**src/hdl/rssi_ema_pkg.sv**
```systemverilog
// ----------------------------------------------------------------------------
// rssi_ema_pkg
// Shared types and constants for the per-channel rssi smoother.
// ----------------------------------------------------------------------------
package rssi_ema_pkg;

  typedef enum logic [1:0] {
    FUNC_SAMPLE     = 2'd0,
    FUNC_CONNECT    = 2'd1,
    FUNC_DISCONNECT = 2'd2,
    FUNC_CLEAR_ALL  = 2'd3
  } func_t;

  typedef enum logic [5:0] {
    ST_IDLE = 6'b000001,
    ST_SUM  = 6'b000010,
    ST_DIV  = 6'b000100,
    ST_EMA1 = 6'b001000,
    ST_EMA2 = 6'b010000,
    ST_FIN  = 6'b100000
  } state_t;

  localparam int RING_LEN = 3;

  // floor(x/3) = (x*683) >> 11 and floor(x/10) = (x*205) >> 11 for x < 1024
  localparam int          RECIP_SHIFT = 11;
  localparam logic [10:0] DIV3_RECIP  = 11'd683;
  localparam logic [10:0] DIV10_RECIP = 11'd205;

  localparam logic signed [7:0] EMA_RESTART = -8'sd70;
  localparam logic signed [8:0] DBM_MAX     = 9'sd127;
  localparam logic signed [8:0] DBM_MIN     = -9'sd127;
  localparam logic [7:0]        CODE_OFFSET = 8'd128;

endpackage

```
**src/hdl/rssi_avg_ema_filter_unit.sv**
```systemverilog
// ----------------------------------------------------------------------------
// rssi_avg_ema_filter_unit
// Per-channel rssi smoother: 3-point moving average followed by an ema.
// ----------------------------------------------------------------------------
// One item at a time. A sample transfer runs SUM over its n ring entries, then
// DIV, EMA1, EMA2 and FIN, where n (1 to 3) is the channel's filled ring entries:
// the ring is summed one entry per cycle through a shared adder, then one
// shared multiplier serves the divide by three and the ema step.
// Connect, disconnect and clear-all transfers go straight to FIN. The result sits
// in an output register, so a new transfer is taken while it waits.
module rssi_avg_ema_filter_unit #(
  parameter int CHANNELS = 4
) (
  input  logic        clk,
  input  logic        rst,
  input  logic        s_axis_tvalid,
  output logic        s_axis_tready,
  input  logic [15:0] s_axis_tdata,   // channel[1:0], raw_dbm[9:2], zero pad
  input  logic [1:0]  s_axis_tuser,   // func[1:0]
  output logic        m_axis_tvalid,
  input  logic        m_axis_tready,
  output logic [23:0] m_axis_tdata,   // filtered_dbm[7:0], report_code[15:8],
                                      // report_channel[17:16], zero pad
  output logic        m_axis_tuser    // report_valid
);
  import rssi_ema_pkg::*;

  localparam int CH_W = (CHANNELS > 1) ? $clog2(CHANNELS) : 1;

  state_t state;

  logic signed [7:0] ring [CHANNELS][RING_LEN];
  logic [1:0]        fill_count [CHANNELS];
  logic [1:0]        write_slot [CHANNELS];
  logic signed [7:0] ema_value [CHANNELS];
  logic              ema_started [CHANNELS];
  logic              channel_active [CHANNELS];

  logic [1:0]        ch_q;
  logic [1:0]        n_q;
  logic [1:0]        cnt;
  logic signed [9:0] sum;
  logic signed [7:0] avg;
  logic [9:0]        pmag;
  logic              psign;
  logic signed [7:0] res_dbm;
  logic              res_valid;

  logic signed [7:0] out_dbm;
  logic [1:0]        out_ch;
  logic              out_flag;

  // input fields
  func_t             func_in;
  logic [1:0]        ch_in;
  logic signed [7:0] raw_in;
  logic [CH_W-1:0]   idx_in;
  logic [CH_W-1:0]   idx_q;
  logic              in_range;
  logic [1:0]        slot_in;
  logic [1:0]        n_in;

  // shared multiplier and datapath
  logic [9:0]        mul_a;
  logic [10:0]       mul_k;
  logic [20:0]       mul_p;
  logic [9:0]        mul_q;
  logic [9:0]        sum_mag;
  logic [9:0]        div_q;
  logic signed [8:0] diff;
  logic [8:0]        dmag;
  logic signed [8:0] step;
  logic signed [8:0] e_raw;
  logic signed [8:0] e_clamp;

  assign func_in  = func_t'(s_axis_tuser);
  assign ch_in    = s_axis_tdata[1:0];
  assign raw_in   = s_axis_tdata[9:2];
  assign idx_in   = CH_W'(ch_in);
  assign idx_q    = CH_W'(ch_q);
  assign in_range = (32'(ch_in) < CHANNELS);
  assign slot_in  = (write_slot[idx_in] >= 2'(RING_LEN)) ? 2'd0 : write_slot[idx_in];
  assign n_in     = (fill_count[idx_in] < 2'(RING_LEN)) ? fill_count[idx_in] + 2'd1
                                                        : 2'(RING_LEN);

  assign sum_mag = sum[9] ? 10'(-sum) : 10'(sum);
  assign mul_a   = (state == ST_DIV) ? sum_mag : pmag;
  assign mul_k   = (state == ST_DIV) ? DIV3_RECIP : DIV10_RECIP;
  assign mul_p   = 21'(mul_a) * 21'(mul_k);
  assign mul_q   = mul_p[20:RECIP_SHIFT];

  always_comb begin
    case (n_q)
      2'd1:    div_q = sum_mag;
      2'd2:    div_q = sum_mag >> 1;
      default: div_q = mul_q;
    endcase
  end

  assign diff  = 9'(avg) - 9'(ema_value[idx_q]);
  assign dmag  = diff[8] ? 9'(-diff) : 9'(diff);
  assign step  = psign ? -9'(signed'(mul_q[8:0])) : 9'(signed'(mul_q[8:0]));
  assign e_raw = ema_started[idx_q] ? 9'(ema_value[idx_q]) + step : 9'(avg);

  always_comb begin
    if (e_raw > DBM_MAX) begin
      e_clamp = DBM_MAX;
    end else if (e_raw < DBM_MIN) begin
      e_clamp = DBM_MIN;
    end else begin
      e_clamp = e_raw;
    end
  end

  assign s_axis_tready = (state == ST_IDLE);

  always_ff @(posedge clk) begin
    if (rst) begin
      state         <= ST_IDLE;
      m_axis_tvalid <= 1'b0;
      for (int c = 0; c < CHANNELS; c++) begin
        for (int r = 0; r < RING_LEN; r++) begin
          ring[c][r] <= '0;
        end
        fill_count[c]     <= '0;
        write_slot[c]     <= '0;
        ema_value[c]      <= '0;
        ema_started[c]    <= 1'b0;
        channel_active[c] <= 1'b0;
      end
    end else begin
      if (m_axis_tvalid && m_axis_tready && (state != ST_FIN)) begin
        m_axis_tvalid <= 1'b0;
      end
      case (state)
        ST_IDLE: begin
          if (s_axis_tvalid) begin
            ch_q    <= ch_in;
            res_dbm <= '0;
            if (func_in == FUNC_CLEAR_ALL) begin
              res_valid <= 1'b0;
              state     <= ST_FIN;
              for (int c = 0; c < CHANNELS; c++) begin
                fill_count[c]  <= '0;
                write_slot[c]  <= '0;
                ema_started[c] <= 1'b0;
                ema_value[c]   <= EMA_RESTART;
              end
            end else if (in_range) begin
              case (func_in)
                FUNC_SAMPLE: begin
                  ring[idx_in][slot_in] <= raw_in;
                  write_slot[idx_in]    <= (slot_in == 2'(RING_LEN - 1)) ? 2'd0
                                                                          : slot_in + 2'd1;
                  fill_count[idx_in]    <= n_in;
                  n_q       <= n_in;
                  cnt       <= '0;
                  sum       <= '0;
                  res_valid <= channel_active[idx_in];
                  state     <= ST_SUM;
                end
                FUNC_CONNECT: begin
                  res_valid              <= 1'b0;
                  state                  <= ST_FIN;
                  channel_active[idx_in] <= 1'b1;
                  fill_count[idx_in]     <= '0;
                  write_slot[idx_in]     <= '0;
                  ema_started[idx_in]    <= 1'b0;
                  ema_value[idx_in]      <= EMA_RESTART;
                end
                default: begin
                  res_valid <= 1'b0;
                  state     <= ST_FIN;
                  for (int r = 0; r < RING_LEN; r++) begin
                    ring[idx_in][r] <= '0;
                  end
                  channel_active[idx_in] <= 1'b0;
                  fill_count[idx_in]     <= '0;
                  write_slot[idx_in]     <= '0;
                  ema_started[idx_in]    <= 1'b0;
                  ema_value[idx_in]      <= '0;
                end
              endcase
            end else begin
              res_valid <= 1'b0;
              state     <= ST_FIN;
            end
          end
        end
        ST_SUM: begin
          sum <= sum + 10'(ring[idx_q][cnt]);
          cnt <= cnt + 2'd1;
          if (cnt == n_q - 2'd1) begin
            state <= ST_DIV;
          end
        end
        ST_DIV: begin
          avg   <= sum[9] ? 8'(-div_q) : 8'(div_q);
          state <= ST_EMA1;
        end
        ST_EMA1: begin
          pmag  <= {dmag, 1'b0} + 10'(dmag);
          psign <= diff[8];
          state <= ST_EMA2;
        end
        ST_EMA2: begin
          ema_value[idx_q]   <= 8'(e_clamp);
          ema_started[idx_q] <= 1'b1;
          res_dbm            <= 8'(e_clamp);
          state              <= ST_FIN;
        end
        ST_FIN: begin
          if (!m_axis_tvalid || m_axis_tready) begin
            out_dbm       <= res_dbm;
            out_ch        <= ch_q;
            out_flag      <= res_valid;
            m_axis_tvalid <= 1'b1;
            state         <= ST_IDLE;
          end
        end
        default: begin
          state <= ST_IDLE;
        end
      endcase
    end
  end

  assign m_axis_tdata = {6'd0, out_ch, 8'(out_dbm) + CODE_OFFSET, out_dbm};
  assign m_axis_tuser = out_flag;

  a_code_matches: assert property (@(posedge clk) disable iff (rst)
    m_axis_tvalid |-> (m_axis_tdata[15:8] == (m_axis_tdata[7:0] + CODE_OFFSET)))
    else $error("report code does not match filtered value");

  a_no_min_value: assert property (@(posedge clk) disable iff (rst)
    m_axis_tvalid |-> (m_axis_tdata[7:0] != 8'h80))
    else $error("filtered value escaped clamp");

  a_sum_count: assert property (@(posedge clk) disable iff (rst)
    (state == ST_SUM) |-> (cnt < n_q))
    else $error("ring sum ran past fill count");

  a_busy_after_accept: assert property (@(posedge clk) disable iff (rst)
    (s_axis_tvalid && s_axis_tready) |=> !s_axis_tready)
    else $error("input taken again before item finished");

endmodule

```
**config.mk**
```make
export PLATFORM = sky130hd
export DESIGN_NAME = rssi_avg_ema_filter_unit
export DESIGN_NICKNAME = d
export VERILOG_FILES = /design/src/hdl/rssi_ema_pkg.sv /design/src/hdl/rssi_avg_ema_filter_unit.sv
export SDC_FILE = /design/constraint.sdc
export NUM_CORES = 1
export LEC_CHECK = 0
export BUFFER_PORTS_ARGS = -buffer_cell sky130_fd_sc_hd__buf_4
export CELL_PAD_IN_SITES_DETAIL_PLACEMENT = 0
export CELL_PAD_IN_SITES_GLOBAL_PLACEMENT = 2
export CORE_AREA = 2 2 284 174
export CTS_BUF_LIST = sky130_fd_sc_hd__clkbuf_4 sky130_fd_sc_hd__clkbuf_8 sky130_fd_sc_hd__clkbuf_16
export DETAILED_ROUTE_END_ITERATION = 10
export DIE_AREA = 0 0 286 176
export PLACE_DENSITY = 0.6
export SLEW_MARGIN = 20
export SYNTH_ARGS = -nofsm -noshare
export SYNTH_HDL_FRONTEND = slang
export SYNTH_SLANG_ARGS = --single-unit
```
**constraint.sdc**
```tcl
create_clock -name clk -period 10.85 [get_ports clk]
set_input_delay 1.085 -clock clk [delete_from_list [all_inputs] [get_ports clk]]
set_output_delay 1.085 -clock clk [all_outputs]
set_load 0.02 [all_outputs]
```
# ---- Word-level counts from Yosys, hierarchy flattened
# Memories as Yosys holds them, arrays and structs flattened. A register that Yosys moved wholly into a read port is not among the register bits.
# Cells that the tools add are included.
dict set report totals {
  reg_bits 61
  ram_bits 152
  input_bits 22
  output_inout_bits 27
  elab_cells 276
  mem_count 6
}
# memory depth word_bits read_ports rd_ports_with_merged_regs wr line_no
set memory_table {}
lappend memory_table {ring 4 24 1 1 4 rssi_avg_ema_filter_unit.sv:32} ;# logic signed [7:0] ring [CHANNELS][RING_LEN];
lappend memory_table {ema_value 4 8 1 1 4 rssi_avg_ema_filter_unit.sv:35} ;# logic signed [7:0] ema_value [CHANNELS];
lappend memory_table {fill_count 4 2 1 0 4 rssi_avg_ema_filter_unit.sv:33} ;# logic [1:0] fill_count [CHANNELS];
lappend memory_table {write_slot 4 2 1 0 4 rssi_avg_ema_filter_unit.sv:34} ;# logic [1:0] write_slot [CHANNELS];
lappend memory_table {channel_active 4 1 1 1 4 rssi_avg_ema_filter_unit.sv:37} ;# logic channel_active [CHANNELS];
lappend memory_table {ema_started 4 1 1 1 4 rssi_avg_ema_filter_unit.sv:36} ;# logic ema_started [CHANNELS];
dict set report op_classes {
  addsub 13
  n_mul 1
  order_cmp 7
  eq_ne 18
  n_mux 140
  n_bitwise 52
  n_reduce_logical 26
}
# op n
set op_table {}
lappend op_table {{$mux 8} 14}
lappend op_table {{$mux 24} 3}
lappend op_table {{$mux 1} 71}
lappend op_table {{$mux 2} 31}
lappend op_table {{$mux 10} 6}
lappend op_table {{$or 1x1->1} 47}
lappend op_table {{$pmux 6 s6} 1}
lappend op_table {{$pmux 8 s2} 2}
lappend op_table {{$mux 6} 5}
lappend op_table {{$mux 9} 3}
lappend op_table {{$reduce_or 24->1} 1}
lappend op_table {{$mul 10x10->20} 1}
lappend op_table {{$pmux 10 s2} 1}
lappend op_table {{$neg 9->9} 2}
lappend op_table {{$bmux 8 s2} 1}
lappend op_table {{$demux 8 s2} 1}
lappend op_table {{$reduce_or 8->1} 2}
lappend op_table {{$reduce_and 3->1} 4}
lappend op_table {{$add 10x8->10} 1}
lappend op_table {{$add 10x9->10} 1}
lappend op_table {{$neg 10->10} 1}
lappend op_table {{$reduce_and 5->1} 2}
lappend op_table {{$add 8x9->9} 1}
lappend op_table {{$gt 9x8->1 const B} 1}
lappend op_table {{other kinds (33)} 54}

# ---- Depth between registers and ports, before layout
# Gate-level depths: netlist of the first run.
dict set report depth {
  depth_word 12
  mapped_depth 38
  mapped_depth_nobuf 38
}

# ---- Worst setup path before layout of the first run
# No wires, ideal clock.
dict set report synth_timing {
  path_type {reg2reg}
  start {register sum[3]}
  end {register res_dbm[0], data pin}
  setup_time_ps 269
  t_arrival_ps 8393
  required_time_ps 10581
  slack_ps 2188
  path_stages_with_launch 32
  n_path_buf 0
  period_less_slack_ps 8662
  path_cell_list {edfxtp_1 > or4_1 > o21ai_0 > xnor2_1 > and2_1 > or2_2 > fa_1 > fa_1 > inv_1 > fa_1 > inv_1 > fa_1 > fa_1 > ha_1 > o21ai_0 > o22a_1 > a221o_1 > o21ai_2 > xor2_2 > or3_1 > nand2_1 > xor2_1 > ha_1 > a211oi_1 > a21oi_1 > o21ai_0 > a21oi_1 > xnor2_1 > xnor2_1 > xnor2_4 > mux2i_1 > nor3b_1}
}
dict set report synth_between {
  elab_chain_cells 12
  word_cells_on_any_way 13
  classes_between {add/sub (3); mul (1); order compare (2); mux (7)}
}
# element line_no
set synth_rtl {}
lappend synth_rtl {{from (decl)} rssi_avg_ema_filter_unit.sv:42} ;# logic signed [9:0] sum;
lappend synth_rtl {{from (signal assigned)} rssi_avg_ema_filter_unit.sv:191} ;# sum <= sum + 10'(ring[idx_q][cnt]);
lappend synth_rtl {{$neg 10->10} rssi_avg_ema_filter_unit.sv:86} ;# assign sum_mag = sum[9] ? 10'(-sum) : 10'(sum);
lappend synth_rtl {{$mux 10 *} rssi_avg_ema_filter_unit.sv:86}
lappend synth_rtl {{$mux 10 *} rssi_avg_ema_filter_unit.sv:87} ;# assign mul_a = (state == ST_DIV) ? sum_mag : pmag;
lappend synth_rtl {{$mul 10x10->20 *} rssi_avg_ema_filter_unit.sv:89} ;# assign mul_p = 21'(mul_a) * 21'(mul_k);
lappend synth_rtl {{$neg 9->9} rssi_avg_ema_filter_unit.sv:102} ;# assign step = psign ? -9'(signed'(mul_q[8:0])) : 9'(signed'(mul_q[8:0]));
lappend synth_rtl {{$mux 9 *} rssi_avg_ema_filter_unit.sv:102}
lappend synth_rtl {{$add 8x9->9 *} rssi_avg_ema_filter_unit.sv:103} ;# assign e_raw = ema_started[idx_q] ? 9'(ema_value[idx_q]) + step : 9'(avg);
lappend synth_rtl {{$mux 9 *} rssi_avg_ema_filter_unit.sv:103}
lappend synth_rtl {{$lt 9x8->1} rssi_avg_ema_filter_unit.sv:108} ;# end else if (e_raw < DBM_MIN) begin
lappend synth_rtl {{$mux 8} rssi_avg_ema_filter_unit.sv:108}
lappend synth_rtl {{$mux 8 *} rssi_avg_ema_filter_unit.sv:106} ;# if (e_raw > DBM_MAX) begin
lappend synth_rtl {{$pmux 8 s2 *} rssi_avg_ema_filter_unit.sv:135} ;# case (state)
lappend synth_rtl {{to (signal assigned)} rssi_avg_ema_filter_unit.sv:209} ;# res_dbm <= 8'(e_clamp);
lappend synth_rtl {{to (decl)} rssi_avg_ema_filter_unit.sv:46} ;# logic signed [7:0] res_dbm;
# Every way passes the cells marked *; elsewhere a longest branch is shown, timed or not.
# A chain may end at the register's enable or synchronous reset.

==> results of run 1 <==
-- power by group through the flow --
stage               combinational, mW  clock [mW]  sequential (mW)
floorplan                       0.568           0             1.01
finish                          0.779       0.862            0.997
global placement                0.783           0             1.01
detailed placement              0.775           0             1.01
CTS                             0.782       0.881            0.997
global route                    0.870       0.912             1.00
-- sequential cells by signal (all words and copies together) (netlist names), 4 cells and up, named ones only --
register	cells
res_dbm	8
pmag	10
ema_value	32
write_slot	8
avg	8
channel_active	4
sum	10
ema_started	4
state	6
ring	96
fill_count	8
out_dbm	8
-- layout by cell type (no fill, tap or decap), types with 5 or more instances in the layout --
| cell | count |
|---|---|
| nor3b_1 | 5 |
| a21o_1 | 21 |
| ha_1 | 102 |
| clkbuf_16 | 23 |
| a21oi_1 | 57 |
| and2_1 | 10 |
| mux2i_1 | 15 |
| bufinv_16 | 5 |
| nor2b_1 | 9 |
| o21bai_1 | 9 |
| or4_1 | 5 |
| inv_1 | 114 |
| buf_4 | 49 |
| o21ai_1 | 5 |
| xnor2_1 | 47 |
| or2_2 | 7 |
| nor3_1 | 12 |
| conb_1 | 14 |
| mux4_2 | 36 |
| o22ai_1 | 8 |
| o21ai_0 | 55 |
| a22oi_1 | 9 |
| nand2b_1 | 24 |
| mux2_2 | 6 |
| dfxtp_1 | 7 |
| fa_1 | 45 |
| or3_1 | 9 |
| edfxtp_1 | 207 |
| nand2_1 | 105 |
| and3_1 | 6 |
| clkinv_2 | 5 |
| o31ai_1 | 6 |
| a211oi_1 | 10 |
| nand3_1 | 9 |
| nor2_1 | 181 |
| xor2_1 | 18 |
-- worst paths after layout --
path / startpoint / to / slack, ns / cells after the start
max: state[1]$_SDFFE_PP0P_ / ema_value[1][3]$_DFFE_PP_ / 0.71 / 30
min: res_dbm[7]$_SDFFCE_PP0P_ / out_dbm[7]$_DFFE_PP_ / 0.42 / 0
max reg2reg: state[1]$_SDFFE_PP0P_ / ema_value[1][3]$_DFFE_PP_ / 0.71 / 30
min reg2reg: res_dbm[7]$_SDFFCE_PP0P_ / out_dbm[7]$_DFFE_PP_ / 0.42 / 0
-- routing by layer --
layer	GRT usage [%]	up-vias	wire, um
met5	0	-	0
met4	2.18	0	403
met3	2.33	27	1690
met2	19.8	167	14000
met1	26.4	4685	22000
li1	-	4560	-
-- cells in the mapped netlist (7+ instances only) --
master	instances	area share (%)
mux2i_1	15	1.1
xor2_1	18	1.1
a21oi_1	57	2.0
or3_1	9	0.40
o22ai_1	8	0.35
nor2b_1	9	0.40
nor3_1	12	0.43
buf_4	13	0.69
nor2_1	181	4.8
fa_1	45	6.4
nand3_1	9	0.32
dfxtp_1	9	1.3
o21ai_0	55	1.9
and2_1	10	0.44
a21o_1	21	1.1
ha_1	102	9.0
nand2b_1	24	1.1
mux4_2	36	5.7
a211oi_1	10	0.53
inv_1	114	3.0
clkbuf_1	44	1.2
or2_2	7	0.31
a22oi_1	9	0.48
edfxtp_1	207	44
nand2_1	105	2.8
o21bai_1	9	0.48
xnor2_1	47	2.9
-- worst reg2reg max path, delay by kind of cell (launching register included) --
kind | cells | cell delay [ns]
flip-flops | 1 | 0.36
buffers and inverters | 2 | 0.11
AND/OR/NAND/NOR | 6 | 2.44
adder cells (fa/ha/maj) | 7 | 3.23
AO/OA/AOI/OAI | 10 | 2.36
XOR/XNOR | 5 | 1.32
-- cell type report --
cell class / instances / area share (%)
multi-input combinational: 901 / 44.6
inverter: 114 / 2.69
sequential: 216 / 40.3
clock buffer: 25 / 3.72
timing repair buffer: 49 / 2.32
clock inverter: 16 / 1.35
tap: 640 / 5.04
-- cells by family after synthesis --
kind of cell / count (synthesis) / share of synthesized area [%]
muxes: 57 / 7.28
xor gates and xnor gates: 68 / 4.45
DFF: 216 / 45.3
adders and majority gates: 147 / 15.4
other: 1 / 0.0265
and+or+nand+nor: 401 / 12.9
AOI/OAI and AO/OA: 214 / 9.69
buffers and inverters: 175 / 5.00
-- stage by stage --
| step | cell area, um^2 | setup WS, ns | utilization, % | hold WS [ns] |
|---|---|---|---|---|
| 2_1_floorplan | 14200 | 2.19 | - | 0.400 |
| 3_3_place_gp | 15100 | 0.715 | 31.8 | 0.400 |
| 3_5_place_dp | 15100 | 0.698 | 31.8 | 0.406 |
| 4_1_cts | 15900 | 0.654 | 33.4 | 0.420 |
| 5_1_grt | 15900 | 0.0483 | 33.5 | 0.430 |
| 6_report | 15900 | 0.707 | 33.5 | 0.419 |
==> impl_metrics.tcl, run 1 <==
set metrics [dict create \
    yosysWarningCount 0 \
    hold_viol 0 \
    cp.buffers_inverters 2 \
    drt-pass1-iter-count 5 \
    dpl.hpwl_mm 28.9 \
    ys_seq_elements 216 \
    async_flop_share_pct 0 \
    wl_per_cell_um 19.4 \
    routed_via_density 4.81 \
    core_area_um2 47500 \
    fin_crit_sh_pct 93.5 \
    critPathMaxStageDelay_ns 0.61 \
    clk_pin_slew_ns 0.06 \
    nFillCells 4835 \
    layout.area.seq_um2 6400 \
    root_buffer "clkbuf_16" \
    power_frac_seq_pct 37.8 \
    cts_hold_buf 0 \
    die_h_um 176 \
    total_power_mw 2.64 \
    grt_antenna_before_repair 0 \
    syn_avg_cell_area_um2 11.0 \
    crit_fanout 15 \
    cp_common_cell "fa_1" \
    cts_tree "built" \
    rows 62 \
    dieArea_um2 50300 \
    synth_area_um2 14100 \
    clockPowerShare_pct 32.7 \
    grt_start_max_net_pins 36 \
    crit_slowest_cell "or4b_4" \
    leakagePower_nw 6.47 \
    drive_gt1_share_pct 11.6 \
    period_minus_slack_ns 10.14 \
    final_cells 1961 \
    synth-edff-count 207 \
    hold_class "reg2reg" \
    p_switching_mw 0.837 \
    fin_skew_ns 0.0164 \
    dp_cells 1920 \
    worstPathRequired_ns 11.08 \
    cts_max_path_buffers 3 \
    grt_use_total_pct 15.4 \
    cts_resized 0 \
    power_density_nw_per_um2 166 \
    route.detailed.drc 0 \
    synth_flop_cell "edfxtp_1" \
    synthToLayoutAreaGrowth_pct 12.4 \
    fmax_mhz 98.6 \
    die_w_um 286 \
    drt_wl_total_mm 38.1 \
    finalSetupViolCount 0 \
    insertion_delay_ns 0.53 \
    drt_iter0_markers 823 \
    rsz0062_at_grt "no" \
    p_comb_share_pct 29.5 \
    syn_inst 1279 \
    p_int_mw 1.80 \
    switching_share_pct 31.7 \
    worst_ep_arrival_time_ns 10.38 \
    max-cap-violations 0 \
    crit_family "adder cells" \
    multiInputGateArea_um2 7090 \
    grt-ovfl-total 0 \
    num_vias 9439 \
    io_buffers 36 \
    grt_pass1_vias 9465 \
    tightest_slew_ns 0.871 \
    ys_seq_area_share_pct 45.3 \
    final_max_slew_viol_count 0 \
    cts_made_buffers 23 \
    max_slew_margin_pct 41.3 \
    post_cts_buffers 0 \
    synth_cell_types 69 \
    outcome "finished clean" \
    end_kind "register" \
    start_util_pct 29.8 \
    layout.nets 1474 \
    start_kind "register" \
    cts.sinks 216 \
    grt_pass1_wl_mm 59.1 \
    io_pins 49 \
    ant_nets 0 \
    crit_type "reg2reg" \
    htree_levels 1 \
    diodes 0 \
    setup_tns_ns 0 \
    place_congestion 0.782 \
    max-vdd-ir-drop_v 0.000117 \
]
Power figures use the tool's default switching activity.
==> run 2, diff against run 1 <==
- CORE_AREA: 2 2 284 174 -> 2 2 238 146
- DIE_AREA: 0 0 286 176 -> 0 0 240 148
- PLACE_DENSITY: 0.6 -> 0.81
==> impl_metrics.tcl, run 2 (synthesis gave the netlist of run 1 again) <==
set metrics [dict create \
    outcome "finished clean" \
    die_h_um 148 \
    layout.cells.most_common "edfxtp_1" \
    rsz0062_at_grt "no" \
    insertion_delay_ns 0.51 \
    synthToLayoutAreaGrowth_pct 9.73 \
    cts_max_path_buffers 3 \
    hold_class "reg2reg" \
    dpl.hpwl_mm 26.1 \
    worst_ep_arrival_time_ns 10.26 \
    grt_start_max_net_pins 36 \
    start_kind "register" \
    root_buffer "clkbuf_16" \
    max-cap-violations 0 \
    period_minus_slack_ns 10.04 \
    num_vias 9444 \
    io_pins 49 \
    cts_made_buffers 21 \
    diodes 0 \
    p_switching_mw 0.791 \
    start_util_pct 42.4 \
    cts_tree "built" \
    clk_pin_slew_ns 0.07 \
    r2r_slack_ns 0.81 \
    fin_crit_sh_pct 92.6 \
    routed_via_density 5.33 \
    finalSetupViolCount 0 \
    fin_skew_ns 0.0133 \
    core_area_um2 33300 \
    top_register "ring" \
    drt_wl_total_mm 34.3 \
    postPlaceCellArea_um2 14800 \
    setup_tns_ns 0 \
    final_max_slew_viol_count 0 \
    worstPathRequired_ns 11.06 \
    dp_slack_ns 0.905 \
    nFillCells 3071 \
    switching_share_pct 31.7 \
    p_int_mw 1.71 \
    clockPowerShare_pct 29.8 \
    crit_slowest_cell "or4_1" \
    place_congestion 0.820 \
    layout.nets 1468 \
    dieArea_um2 35500 \
    grt_use_total_pct 20.1 \
    hold_viol 0 \
    crit_fanout 5 \
    route.detailed.drc 0 \
    crit_type "reg2reg" \
    p_comb_share_pct 30.3 \
    grt-ovfl-total 0 \
    max_slew_margin_pct 34.8 \
    critPathMaxStageDelay_ns 0.60 \
    final_area_um2 15500 \
    power_density_nw_per_um2 161 \
    end_kind "register" \
    drt-pass1-iter-count 5 \
    die_w_um 240 \
    ant_nets 0 \
    top_regs "ring: 96 flops, ema_value: 32 flops" \
    cts_hold_buf 0 \
    whs_ns 0.422 \
    wl_per_cell_um 19.3 \
    finalWorstSetupSlack_ns 0.806 \
    cts.sinks 216 \
    largest_reg_flops 96 \
    drt_iter0_markers 823 \
    htree_levels 1 \
    rows 52 \
    io_buffers 36 \
    drive_gt1_share_pct 10.8 \
    hold_path_depth 0 \
    max-vdd-ir-drop_v 0.000134 \
    post_cts_buffers 0 \
    fmax_mhz 99.6 \
    grt_pass1_wl_mm 54.5 \
    grt_antenna_before_repair 0 \
    leakagePower_nw 6.39 \
    cp_common_cell "fa_1" \
    cts_resized 0 \
    grt_pass1_vias 9237 \
    reg2reg_depth 31 \
    power_frac_seq_pct 39.9 \
    tightest_slew_ns 0.973 \
    final_cell_mix "207 x edfxtp_1, 181 x nor2_1, 114 x inv_1, 105 x nand2_1, 102 x ha_1" \
]
[run 2: cell count changes in the layout (fill, tap and decap cells not counted), moves of 2 or more]
cell	previous run	this run
buf_4	49	45
clkinv_1	2	4
clkbuf_16	23	21
clkbuf_8	0	2
bufinv_16	5	2
clkinv_2	5	2
[run 2: path summary, 6_finish.rpt]
check	start	to
min	res_dbm[3]$_SDFFCE_PP0P_	out_dbm[3]$_DFFE_PP_
max	sum[3]$_SDFFCE_PN0P_	ema_value[2][4]$_DFFE_PP_
min reg2reg	res_dbm[3]$_SDFFCE_PP0P_	out_dbm[3]$_DFFE_PP_
max reg2reg	sum[3]$_SDFFCE_PN0P_	ema_value[2][4]$_DFFE_PP_
[run 2: power by group through the flow]
stage	Combinational (mW)	Clock [mW]	Sequential (mW)
after global routing	0.853	0.791	1.00
after detailed placement	0.752	0	1.02
after floorplan	0.568	0	1.01
after CTS	0.759	0.754	0.997
final	0.756	0.743	0.997
after global placement	0.755	0	1.01
[run 2: area by class of cell]
type	instances	area (um^2)	share of cell area, %
multi-input cells	901	7080	45.7
flip-flops and latches	216	6400	41.3
well taps	459	574	3.70
clock buffers	25	568	3.66
inverters	114	428	2.76
repair buffers	45	338	2.18
clock inverters	12	118	0.759
[run 2: critical path: cells and delay by family (launching register included)]
| family | cells | cell delay [ns] |
|---|---|---|
| buffers and inverters | 2 | 0.11 |
| flip-flops | 1 | 0.50 |
| adder cells (fa/ha/maj) | 7 | 3.21 |
| AO/OA/AOI/OAI | 11 | 2.77 |
| AND/OR/NAND/NOR | 6 | 1.94 |
| XOR/XNOR | 5 | 1.23 |
[run 2: through the flow]
step	total power [mW]	util [%]	instances
2_1_floorplan	1.58	-	1292
6_report	2.50	46.5	1772
3_3_place_gp	1.77	44.5	1735
4_1_cts	2.51	46.5	1772
3_5_place_dp	1.77	44.5	1735
5_1_grt	2.64	46.5	1772
[run 2: routing by layer]
metal	share of wire (%)	track usage, %
met4	1.1	2.98
met5	0	0
met1	55	34.8
met2	38	25.9
met3	5.6	3.14
==> run 3, diff against run 2 <==
- CORE_AREA: 2 2 238 146 -> 2 2 260 134
- CTS_CLUSTER_SIZE: not set -> 24
- DIE_AREA: 0 0 240 148 -> 0 0 262 136
==> impl_metrics.tcl, run 3 (synthesis gave the netlist of run 1 again) <==
set metrics [dict create \
    routed_via_density 5.44 \
    grt_start_max_net_pins 36 \
    max-cap-violations 0 \
    top_regs "ring: 96 flops, ema_value: 32 flops" \
    layout.nets 1468 \
    place_congestion 0.856 \
    drt_wl_total_mm 36.4 \
    worstPathRequired_ns 11.06 \
    cp_common_cell "fa_1" \
    die_w_um 262 \
    route.detailed.drc 0 \
    finalSetupViolCount 0 \
    cts_resized 0 \
    num_vias 9585 \
    hold_viol 0 \
    clk_pin_slew_ns 0.07 \
    diodes 0 \
    io_pins 49 \
    grt-ovfl-total 0 \
    outcome "finished clean" \
    htree_levels 1 \
    start_kind "register" \
    whs_ns 0.424 \
    start_util_pct 42.0 \
    largest_reg_flops 96 \
    fmax_mhz 96.9 \
    dp_slack_ns 0.694 \
    dp_cells 1727 \
    cts_max_path_buffers 3 \
    layout.cells.most_common "edfxtp_1" \
    power_density_nw_per_um2 164 \
    hold_path_depth 0 \
    end_kind "register" \
    wl_per_cell_um 20.6 \
    root_buffer "clkbuf_16" \
    hold_class "reg2reg" \
    ant_nets 0 \
    top_register "ring" \
    critPathMaxStageDelay_ns 0.60 \
    cts_hold_buf 0 \
    synthToLayoutAreaGrowth_pct 9.65 \
    grt_pass1_wl_mm 56.1 \
    max_slew_margin_pct 27.8 \
    grt_pass1_vias 9147 \
    grt_use_total_pct 21.0 \
    die_h_um 136 \
    post_cts_buffers 0 \
    drive_gt1_share_pct 11.0 \
    crit_slowest_cell "or4b_4" \
    io_buffers 36 \
    setup_tns_ns 0 \
    finalWorstSetupSlack_ns 0.531 \
    fin_crit_sh_pct 95.1 \
    final_max_slew_viol_count 0 \
    cts_made_buffers 20 \
    insertion_delay_ns 0.51 \
    leakagePower_nw 6.40 \
    rsz0062_at_grt "no" \
    nFillCells 3096 \
    rows 48 \
    core_area_um2 33600 \
    crit_fanout 15 \
    final_cells 1763 \
    final_cell_mix "207 x edfxtp_1, 181 x nor2_1, 114 x inv_1, 105 x nand2_1, 102 x ha_1" \
    dieArea_um2 35600 \
    drt_iter0_markers 1003 \
    reg2reg_depth 30 \
    fin_skew_ns 0.0143 \
    worst_ep_arrival_time_ns 10.53 \
    cts_tree "built" \
    dpl.hpwl_mm 28.0 \
    tightest_slew_ns 1.07 \
    drt-pass1-iter-count 5 \
    grt_antenna_before_repair 0 \
    max-vdd-ir-drop_v 0.000112 \
    period_minus_slack_ns 10.32 \
    crit_type "reg2reg" \
    cts.sinks 216 \
]
-- run 3: cell types whose count changed in the layout (fill, tap and decap cells not counted) --
cell and change:
buf_4 +1, clkbuf_4 +2, clkbuf_8 -1, clkinv_1 -2, clkinv_2 +1, clkinv_4 +1
clkinvlp_4 -2, dfxtp_1 -1, dfxtp_2 +1, inv_6 -1, inv_8 +1, nor3b_1 +1
nor3b_2 -1
-- run 3: worst paths after layout --
| kind | endpoint | slack (ns) | startpoint |
|---|---|---|---|
| min | out_dbm[1]$_DFFE_PP_ | 0.42 | res_dbm[1]$_SDFFCE_PP0P_ |
| max | ema_value[1][3]$_DFFE_PP_ | 0.53 | state[1]$_SDFFE_PP0P_ |
| min reg2reg | out_dbm[1]$_DFFE_PP_ | 0.42 | res_dbm[1]$_SDFFCE_PP0P_ |
| max reg2reg | ema_value[1][3]$_DFFE_PP_ | 0.53 | state[1]$_SDFFE_PP0P_ |
-- run 3: per-stage QoR --
step                      instance area [um^2]  total power [mW]  utilization, %
after floorplan                          14200              1.58               -
after global placement                   14800              1.79            44.0
after detailed placement                 14800              1.79            44.0
after CTS                                15500              2.54            46.1
after global routing                     15500              2.66            46.1
final                                    15500              2.53            46.1
-- run 3: final cells by class --
| class | instances | area, um^2 | area share (%) |
|---|---|---|---|
| Timing Repair Buffer | 46 | 345 | 2.23 |
| Multi-Input combinational cell | 901 | 7070 | 45.7 |
| Tap cell | 450 | 563 | 3.63 |
| Clock buffer | 26 | 569 | 3.68 |
| Clock inverter | 10 | 111 | 0.719 |
| Inverter | 114 | 428 | 2.76 |
| Sequential cell | 216 | 6400 | 41.3 |
-- run 3: layer usage --
| metal | up-vias | share of wire, % | track usage, % | wire (um) |
|---|---|---|---|---|
| li1 | 4540 | - | - | - |
| met1 | 4700 | 56 | 37.9 | 20400 |
| met2 | 316 | 35 | 24.7 | 12600 |
| met3 | 29 | 8.2 | 4.14 | 2990 |
| met4 | 0 | 0.85 | 2.42 | 310 |
| met5 | - | 0 | 0 | 0 |
-- run 3: power by group --
part           switching (mW)  leakage, nW  internal [mW]
clock network           0.327        0.342          0.423
logic                   0.480         3.90          0.308
registers              0.0177         2.16          0.979
-- run 3: worst max-delay path, delay by kind of cell, from the launching register on --
| kind | cells | cell delay, ns |
|---|---|---|
| xor gates and xnor gates | 5 | 1.30 |
| buffers and inverters | 2 | 0.10 |
| adders and majority gates | 7 | 3.28 |
| DFF | 1 | 0.36 |
| AOI/OAI and AO/OA | 10 | 2.52 |
| and+or+nand+nor | 6 | 2.47 |
